<file path="config.mk">
export PLATFORM = sky130hd
export DESIGN_NAME = prlb_ram
export DESIGN_NICKNAME = d
export VERILOG_FILES = /design/src/rtl/core/prlb_ram.sv
export SDC_FILE = /design/constraint.sdc
export NUM_CORES = 2
export LEC_CHECK = 0
export ABC_AREA = 1
export ABC_CLOCK_PERIOD_IN_PS = 3000
export BUFFER_PORTS_ARGS = -buffer_cell sky130_fd_sc_hd__buf_2
export CAP_MARGIN = 20
export CORE_MARGIN = 2
export CORE_UTILIZATION = 40
export CTS_BUF_LIST = sky130_fd_sc_hd__clkbuf_16
export DETAILED_ROUTE_END_ITERATION = 6
export PLACE_DENSITY_LB_ADDON = 0.12
export SYNTH_ARGS = -nofsm -noshare
export SYNTH_HDL_FRONTEND = slang
export SYNTH_SLANG_ARGS = --single-unit
</file>
<file path="constraint.sdc">
create_clock -name clk -period 3 [get_ports clk]
set_input_delay 0.6 -clock clk [delete_from_list [all_inputs] [get_ports clk]]
set_output_delay 0.6 -clock clk [all_outputs]
set_load 0.02 [all_outputs]
</file>
<file path="src/rtl/core/prlb_ram.sv">
module prlb_ram #(
  parameter int WIDTH = 8,
  parameter int DEPTH = 256,
  localparam int AW = $clog2(DEPTH)
) (
  input  logic             clk,
  input  logic             we,
  input  logic [AW-1:0]    waddr,
  input  logic [WIDTH-1:0] wdata,
  input  logic             re,
  input  logic [AW-1:0]    raddr,
  output logic [WIDTH-1:0] rdata
);

  logic [WIDTH-1:0] mem [DEPTH];

  always_ff @(posedge clk) begin
    if (we) begin
      mem[waddr] <= wdata;
    end
    if (re) begin
      rdata <= mem[raddr];
    end
  end

endmodule

</file>
==> impl_metrics.env <==
export IMPL_drtAntennaViolNets=0
export IMPL_synth_nets=7030
export IMPL_ios=35
export IMPL_start_util_pct=40.3
export IMPL_whs_path_depth=1
export IMPL_finalHoldViolCount=0
export IMPL_max_clock_path_buffers=3
export IMPL_placed_cells=9919
export IMPL_drc_errors=0
export IMPL_cp_data_required_time_ns=3.72
export IMPL_r2r_start="mem[57][6]$_DFFE_PP_"
export IMPL_grt_max_degree=79
export IMPL_report_final_slew_viol_count=0
export IMPL_peakVddDrop_uv=663
export IMPL_finalSetupTns_ns=0
export IMPL_rsz0062_at_grt="no"
export IMPL_r2r_setup_slack_ns=0.88
export IMPL_worstHoldStart="wdata[4]"
export IMPL_chipWidth_um=461
export IMPL_final_cells=10300
export IMPL_drt_first_iter_violations=6244
export IMPL_wl_per_cell_um=24.8
export IMPL_hp_class="input port to flop"
export IMPL_syn_to_final_growth_pct=16.7
export IMPL_yosysWarnings=0
export IMPL_clkSlewWorstSetupHoldPaths_ns=0.06
export IMPL_drive_above_1_share_pct=12.4
export IMPL_clock_skew_ns=0.0423
export IMPL_max_freq_ghz=0.425
export IMPL_nets=7377
export IMPL_avgSynthCellArea_um2=11.9
export IMPL_setup_violations=0
export IMPL_grt_usage_pct=24.1
export IMPL_hold_buffers=0
export IMPL_cts_tree="yes"
export IMPL_reg2regPathDepth=10
export IMPL_vias_per_cell=5.39
export IMPL_numCtsBuffers=217
export IMPL_leakagePower_uw=0.0347
export IMPL_worst_pin_slew_ns=0.936
export IMPL_wl_um=256000
export IMPL_antenna_found_initial=18
export IMPL_grt_ovfl_total=0
export IMPL_via_count=55700
export IMPL_cp_data_arrival_time_ns=3.08
export IMPL_placed_area_um2=90500
export IMPL_status="completed"
export IMPL_io_buffers=34
export IMPL_period_needed_ns=2.35
export IMPL_holdPathEnd="mem[102][4]$_DFFE_PP_"
export IMPL_hpwl_um=160000
export IMPL_grt_pass1_wl_um=374000
export IMPL_fin_util_pct=47.0
export IMPL_power_density_nw_per_um2=633
export IMPL_worstSetupPathType="input port to flop"
export IMPL_ys_seq_elements=2056
export IMPL_clockRootBuffer="clkbuf_16"
export IMPL_synth_area_um2=83500
export IMPL_end_kind="flop"
export IMPL_relSlewSlack_pct=37.4
export IMPL_ys_seq_area_share_pct=74.0
export IMPL_cts_sinks=2056
export IMPL_num_rows=167
export IMPL_dr_pass1_iters=5
export IMPL_cts_resized=0
export IMPL_yosysUniqueCellTypes=13
export IMPL_cts_htree_levels=4
export IMPL_die_y_um=461
export IMPL_core_um2=207000
export IMPL_cap_violations=0
export IMPL_postCtsSetupBuffers=0
export IMPL_timing_rr_end="rdata[6]$_DFFE_PP_"
export IMPL_syn_instance_count=7003
export IMPL_fin_area_um2=97400
export IMPL_clock_latency_ns=0.86
export IMPL_grt_pass1_vias=53800
export IMPL_finalCritPeriodShare_pct=78.5
export IMPL_place_gp_congestion=0.872
export IMPL_start_kind="input port"
export IMPL_cp_max_fo=58
export IMPL_dieArea_um2=212000
export IMPL_final_fill_count=18800
-- per-layer routing --
metal / vias to the layer above / wire, µm / share of wire, % / GRT usage [%]
met5: - / 10 / 0.0039 / 0
li1: 25600 / - / - / -
met4: 2 / 7440 / 2.9 / 7.45
met3: 370 / 16100 / 6.3 / 4.08
met2: 1789 / 121000 / 47 / 38.7
met1: 27900 / 111000 / 43 / 33.3
-- critical path, stage by stage --
cell	delay (ns)
buf_8	0.15
inv_16	0.20
buf_12	0.30
buf_12	0.24
nand2_1	0.07
nand3_1	0.10
nand3_1	0.08
nand3_1	0.13
nand3_1	0.16
nand3_1	0.35
nand3_1	0.14
nand2_1	0.17
nand2_1	0.17
nand2_1	0.11
-- synthesized netlist by cell type --
master | n | area (µm²)
inv_1 | 36 | 135
buf_2 | 268 | 1340
buf_8 | 1 | 15.0
nand3_1 | 2019 | 10100
inv_4 | 1 | 6.26
buf_1 | 40 | 150
nor2_1 | 283 | 1060
edfxtp_1 | 2056 | 61700
nand2_1 | 2123 | 7970
buf_4 | 46 | 345
inv_2 | 2 | 7.51
clkbuf_1 | 112 | 420
buf_6 | 16 | 180
-- power breakdown --
group          switching (µW)  internal [µW]
Combinational            2950           1120
Sequential               39.4          31700
Clock                   11300          14500
Total                   14300          47300
-- logic make-up (layout without fill, tap and decap cells) --
| logic type | Yosys count | in the layout | synth area share (%) |
|---|---|---|---|
| simple gates | 4425 | 4425 | 22.9 |
| flops | 2056 | 2056 | 74.0 |
| buf+inv | 522 | 1049 | 3.12 |
| other cells | 0 | 13 | 0 |
-- through the flow --
step	total power (µW)	setup WS [ns]	hold WS [ns]
2_1_floorplan	34300	0.909	0.699
3_3_place_gp	36400	-0.220	1.00
3_5_place_dp	36400	-0.216	1.01
4_1_cts	62100	0.622	0.0903
5_1_grt	63500	0.526	0.110
6_report	61600	0.645	0.147
-- placed cells by master (no fill, tap or decap), types with 15 or more instances in the layout --
cell	synthesis	routed
edfxtp_1	2056	2056
buf_2	268	22
buf_12	0	107
buf_4	46	470
nand2_1	2123	2109
clkinv_2	0	46
nand3_1	2019	2019
inv_1	36	72
bufinv_16	0	15
clkbuf_16	0	220
clkinv_1	0	61
nor2_1	283	283
-- area by class of cell --
type                            count  area [µm²]  share of cell area, %
Clock buffer                      220        5510                   5.65
Inverter                           39         180                  0.185
Sequential cell                  2056       61700                   63.4
Tap cell                         2788        3490                   3.58
Antenna cell                       13        32.5                 0.0334
Timing Repair Buffer              611        5960                   6.12
Multi-Input combinational cell   4425       19200                   19.7
Clock inverter                    179        1300                   1.34
-- worst max path at each step --
stage	start	endpoint	slack, ns	depth (start not counted)
floorplan	we	mem[162][0]$_DFFE_PP_	0.91	4
global placement	raddr[0]	rdata[6]$_DFFE_PP_	-0.22	14
detailed placement	raddr[0]	rdata[6]$_DFFE_PP_	-0.22	14
CTS	rdata[4]$_DFFE_PP_	rdata[4]	0.62	1
global route	raddr[0]	rdata[6]$_DFFE_PP_	0.53	14
finish	raddr[0]	rdata[6]$_DFFE_PP_	0.65	14
-- flip-flops by register name, indices dropped and copies added, names as in the netlist --
signal  count
mem      2048
rdata       8
Power figures use the tool's default switching activity.
