File: config.mk
export PLATFORM = sky130hd
export DESIGN_NAME = prlb_avail
export DESIGN_NICKNAME = d
export VERILOG_FILES = /design/src/rtl/core/prlb_pkg.sv /design/src/rtl/core/prlb_avail.sv
export SDC_FILE = /design/constraint.sdc
export NUM_CORES = 1
export LEC_CHECK = 0
export ABC_CLOCK_PERIOD_IN_PS = 18600
export BUFFER_PORTS_ARGS = -buffer_cell sky130_fd_sc_hd__buf_2
export CAP_MARGIN = 15
export CORE_ASPECT_RATIO = 0.8
export CORE_MARGIN = 1.5
export CORE_UTILIZATION = 40
export DETAILED_ROUTE_END_ITERATION = 8
export GPL_TIMING_DRIVEN = 1
export PLACE_DENSITY_LB_ADDON = 0.15
export SYNTH_ARGS = -nofsm -noshare
export SYNTH_HDL_FRONTEND = slang
export SYNTH_SLANG_ARGS = --single-unit
export TNS_END_PERCENT = 30
File: constraint.sdc
create_clock -name vclk -period 18.6
set_clock_uncertainty 0.05 [all_clocks]
set_input_delay 2.79 -clock vclk [all_inputs]
set_output_delay 2.79 -clock vclk [all_outputs]
set_load 0.005 [all_outputs]
File: src/rtl/core/prlb_pkg.sv
package prlb_pkg;

  localparam int MAX_PAGES      = 16;
  localparam int MAX_PAGE_BYTES = 512;

  localparam int PAGE_W = $clog2(MAX_PAGES);
  localparam int OFS_W  = $clog2(MAX_PAGE_BYTES);
  localparam int FILL_W = OFS_W + 1;
  localparam int ADDR_W = PAGE_W + OFS_W;
  localparam int DEPTH  = MAX_PAGES * MAX_PAGE_BYTES;

  localparam int CMD_W   = 3;
  localparam int DATA_W  = 8;
  localparam int AVAIL_W = 13;
  localparam int RPG_W   = 5;
  localparam int BPP_W   = 10;

  localparam int CFG_IDX_W  = 1;
  localparam int CFG_DATA_W = 10;

  localparam int BPP_MIN   = 16;
  localparam int AVAIL_MAX = 8191;

  localparam logic [RPG_W-1:0]  RPG_RESET   = RPG_W'(16);
  localparam logic [BPP_W-1:0]  BPP_RESET   = BPP_W'(264);
  localparam logic [DATA_W-1:0] ERASED_BYTE = 8'hFF;

  typedef enum logic [CMD_W-1:0] {
    CMD_WRITE     = 3'd0,
    CMD_READ      = 3'd1,
    CMD_PEEK      = 3'd2,
    CMD_AVAIL     = 3'd3,
    CMD_ERASE_ALL = 3'd4
  } cmd_t;

  typedef enum logic [CFG_IDX_W-1:0] {
    REG_PAGES_IN_USE   = 1'b0,
    REG_BYTES_PER_PAGE = 1'b1
  } cfg_reg_t;

  typedef struct packed {
    logic [PAGE_W-1:0] page;
    logic [OFS_W-1:0]  offset;
  } ptr_t;

  function automatic logic [RPG_W-1:0] ring_pages(input logic [RPG_W-1:0] v);
    logic [RPG_W-1:0] r;
    if (v == '0) begin
      r = RPG_W'(1);
    end else if (int'(v) > MAX_PAGES) begin
      r = RPG_W'(MAX_PAGES);
    end else begin
      r = v;
    end
    return r;
  endfunction

  function automatic logic [BPP_W-1:0] page_bytes(input logic [BPP_W-1:0] v);
    logic [BPP_W-1:0] r;
    if (int'(v) < BPP_MIN) begin
      r = BPP_W'(BPP_MIN);
    end else if (int'(v) > MAX_PAGE_BYTES) begin
      r = BPP_W'(MAX_PAGE_BYTES);
    end else begin
      r = v;
    end
    return r;
  endfunction

  function automatic logic [PAGE_W-1:0] next_page(input logic [PAGE_W-1:0] p,
                                                  input logic [RPG_W-1:0]  rpg);
    logic [PAGE_W-1:0] r;
    if (int'(p) + 1 >= int'(rpg)) begin
      r = '0;
    end else begin
      r = p + 1'b1;
    end
    return r;
  endfunction

  function automatic logic offset_wraps(input logic [OFS_W-1:0] o,
                                        input logic [BPP_W-1:0] pb);
    return (int'(o) + 1 >= int'(pb));
  endfunction

endpackage

File: src/rtl/core/prlb_avail.sv
module prlb_avail import prlb_pkg::*; (
  input  ptr_t               wr_ptr,
  input  ptr_t               rd_ptr,
  input  logic [RPG_W-1:0]   ring_pages_i,
  input  logic [BPP_W-1:0]   page_bytes_i,
  output logic [AVAIL_W-1:0] avail
);

  localparam int SUM_W = RPG_W + BPP_W + 1;

  logic [SUM_W-1:0] w_pos;
  logic [SUM_W-1:0] r_pos;
  logic [SUM_W-1:0] ring;
  logic [SUM_W-1:0] diff;

  always_comb begin
    w_pos = SUM_W'(wr_ptr.page) * SUM_W'(page_bytes_i) + SUM_W'(wr_ptr.offset);
    r_pos = SUM_W'(rd_ptr.page) * SUM_W'(page_bytes_i) + SUM_W'(rd_ptr.offset);
    ring  = SUM_W'(ring_pages_i) * SUM_W'(page_bytes_i);
    if (w_pos >= r_pos) begin
      diff = w_pos - r_pos;
    end else begin
      diff = w_pos + ring - r_pos;
    end
    if (diff > SUM_W'(AVAIL_MAX)) begin
      avail = AVAIL_W'(AVAIL_MAX);
    end else begin
      avail = diff[AVAIL_W-1:0];
    end
  end

endmodule
==> results.txt <==
status = finished, final reports clean
multi-input logic area = 5693 um2
cells after synthesis = 795
sequential cell area = 0 um2
CP max FO = 13
Final Slew Violations = 0
Syn Nets = 1,031
HPWL after DPL = 12.25 mm
share of cells above drive strength 1 = 8.575%
largest net degree at the start of global routing = 25
sequential share of the synthesized area = 0%
post-cts sizing count = 0
core area = 15,700 um2
routed wire length = 14.05 mm
post-CTS repair timing setup buffer count = 0
most used cell, CP = fa_1
Die H = 116.1 um
IO Count = 54
DR WL/cell = 13.47 um
mux cell area share after synthesis = 0.6452%
Layout area overhead = 7.292%
Placed Area = 6867 um2
Final Hold Fails = 0
Setup violations, final = 0
Post-Syn Area = 6400 um2
number of global-route vias before repair = 4,634
Initial Util = 40.77%
relative slew slack = 35.45%
CP endpoint kind = output pin
Die ar. = 16,770 um2
post-synthesis adder-cell area fraction = 49.85%
antenna violations before repair = 0
DRC viols = 0
Die Wd = 144.4 um
# Max-Cap Violations = 0
via count = 5,155
Congestion Overflow GR = 0
CTS Hold Buffers Added = 0
HP Class = primary input to output pin
GPL Wtd Cong = 0.8086
Fillers = 1,653
Worst EP required = 15.76 ns
Post-Synth Simple-Gate Area = 18.03%
crit path capture = avail[4]
Max Fclk = 71.87 MHz
Seq Cell Count = 0
top cells by area, synth = fa_1, ha_1, inv_1
CLK BUF = 0
Port Buffer Count = 54
total track usage = 16.96%
global-route wire length before repair = 22.85 mm
Warnings, synthesis = 0
diodes inserted = 0
Critical Path Max Stage Delay = 0.76 ns
average cell area after synthesis = 8.050 um2
Final #Nets = 1,066
count of distinct cell types in the synthesized netlist = 55
main combinational cell family by area after synthesis = adder cells
Final Instance Area = 6867 um2
setup TNS = 0 ns
via/cell ratio = 4.942
TritonRoute pass-1 iters = 4
critical path class = primary input to output pin
fin crit share = 74.80%
Post-Synth XOR/XNOR Area = 6.158%
Post-DRT Antenna Nets = 0
Max stage delay cell, worst path = a211oi_2
crit path time final = 13.91 ns
startpoint type of the worst setup path = primary input
post-synth top area cell = fa_1
slew of the pin with the lowest slew margin = 0.9665 ns
DR iter-0 viols = 246
RSZ-0062 raised after global routing = false
Synth Area in Compound Gates = 14.17%
Core Rows = 41
crit path launch = page_bytes_i[2]
post-synth top area share = 31.28%
crit path DAT = 11.07 ns
placed cells by master, fill, tap and decap left out, drive strengths merged, types with 2 or more instances in the layout:
cell type	instances
and3	3
ha	95
o21bai	2
and2	69
o31a	4
or3	3
mux2i	3
nand2	94
o2111ai	2
nand3	12
a31oi	5
o21ai	27
o211ai	7
xnor2	26
or2	2
a211oi	6
a31o	2
xor2	19
a21o	9
o22ai	3
fa	100
a41oi	2
a2111oi	2
nor3	8
nor2	23
inv	165
o221ai	7
nor2b	9
a21oi	31
buf	56
o21a	8
o31ai	2
nand2b	6
logic make-up (layout without fill, tap and decap cells):
kind of cell	count (synthesis)	in the layout
simple gates	234	234
compound gates	129	129
xor+xnor	45	45
fa+ha+maj	195	195
mux	4	4
buf+inv	188	221
routing by layer:
| metal | wire (um) | up-vias | track usage [%] |
|---|---|---|---|
| met5 | 0 | - | 0 |
| met4 | 0 | 0 | 0 |
| met3 | 321 | 0 | 0.1640 |
| met2 | 6202 | 66 | 26.79 |
| met1 | 7521 | 2478 | 27.54 |
| li1 | - | 2611 | - |
layout make-up:
class / instances / area share, %
multi-input combinational: 607 / 82.91
inverter: 165 / 9.020
timing repair buffer: 56 / 4.155
tap: 215 / 3.918
cell usage after synthesis, drive strengths merged (5+ instances only):
cell      n
o211ai    7
nor3      8
nor2b     9
a21o      9
and2     69
xor2     19
nor2     23
fa      100
ha       95
o21ai    27
o221ai    7
a31oi     5
xnor2    26
nand2b    6
inv     165
clkbuf   21
o21a      8
nand2    94
nand3    12
a211oi    6
a21oi    31
per-stage QoR:
stage                     hold WS, ns  util [%]  setup slack (ns)  cells
after floorplan                 5.955         -             5.748    795
after global placement          6.209     43.74             4.756   1043
after detailed placement        6.218     43.74             4.669   1043
after CTS                       6.217     43.74             4.645   1043
after global routing            6.234     43.74             4.161   1043
final                           6.199     43.74             4.687   1043
worst min path at each step:
stage | start | end | slack, ns | cells after the start
after floorplan | wr_ptr[0] | avail[0] | 5.95 | 4
after global placement | wr_ptr[0] | avail[0] | 6.21 | 6
after detailed placement | wr_ptr[0] | avail[0] | 6.22 | 6
after CTS | wr_ptr[0] | avail[0] | 6.22 | 6
after global routing | wr_ptr[0] | avail[0] | 6.23 | 6
final | wr_ptr[0] | avail[0] | 6.20 | 6
worst max-delay path: cells and delay by family:
kind / cells / cell delay, ns
AO/OA/AOI/OAI: 7 / 2.09
XOR/XNOR: 1 / 0.14
adder cells (fa/ha/maj): 9 / 4.19
buffers and inverters: 6 / 0.60
multiplexers: 1 / 0.13
AND/OR/NAND/NOR: 7 / 1.10
Power is not shown: default switching activity piles up to over one toggle a cycle in this logic, so the estimate is an artifact.
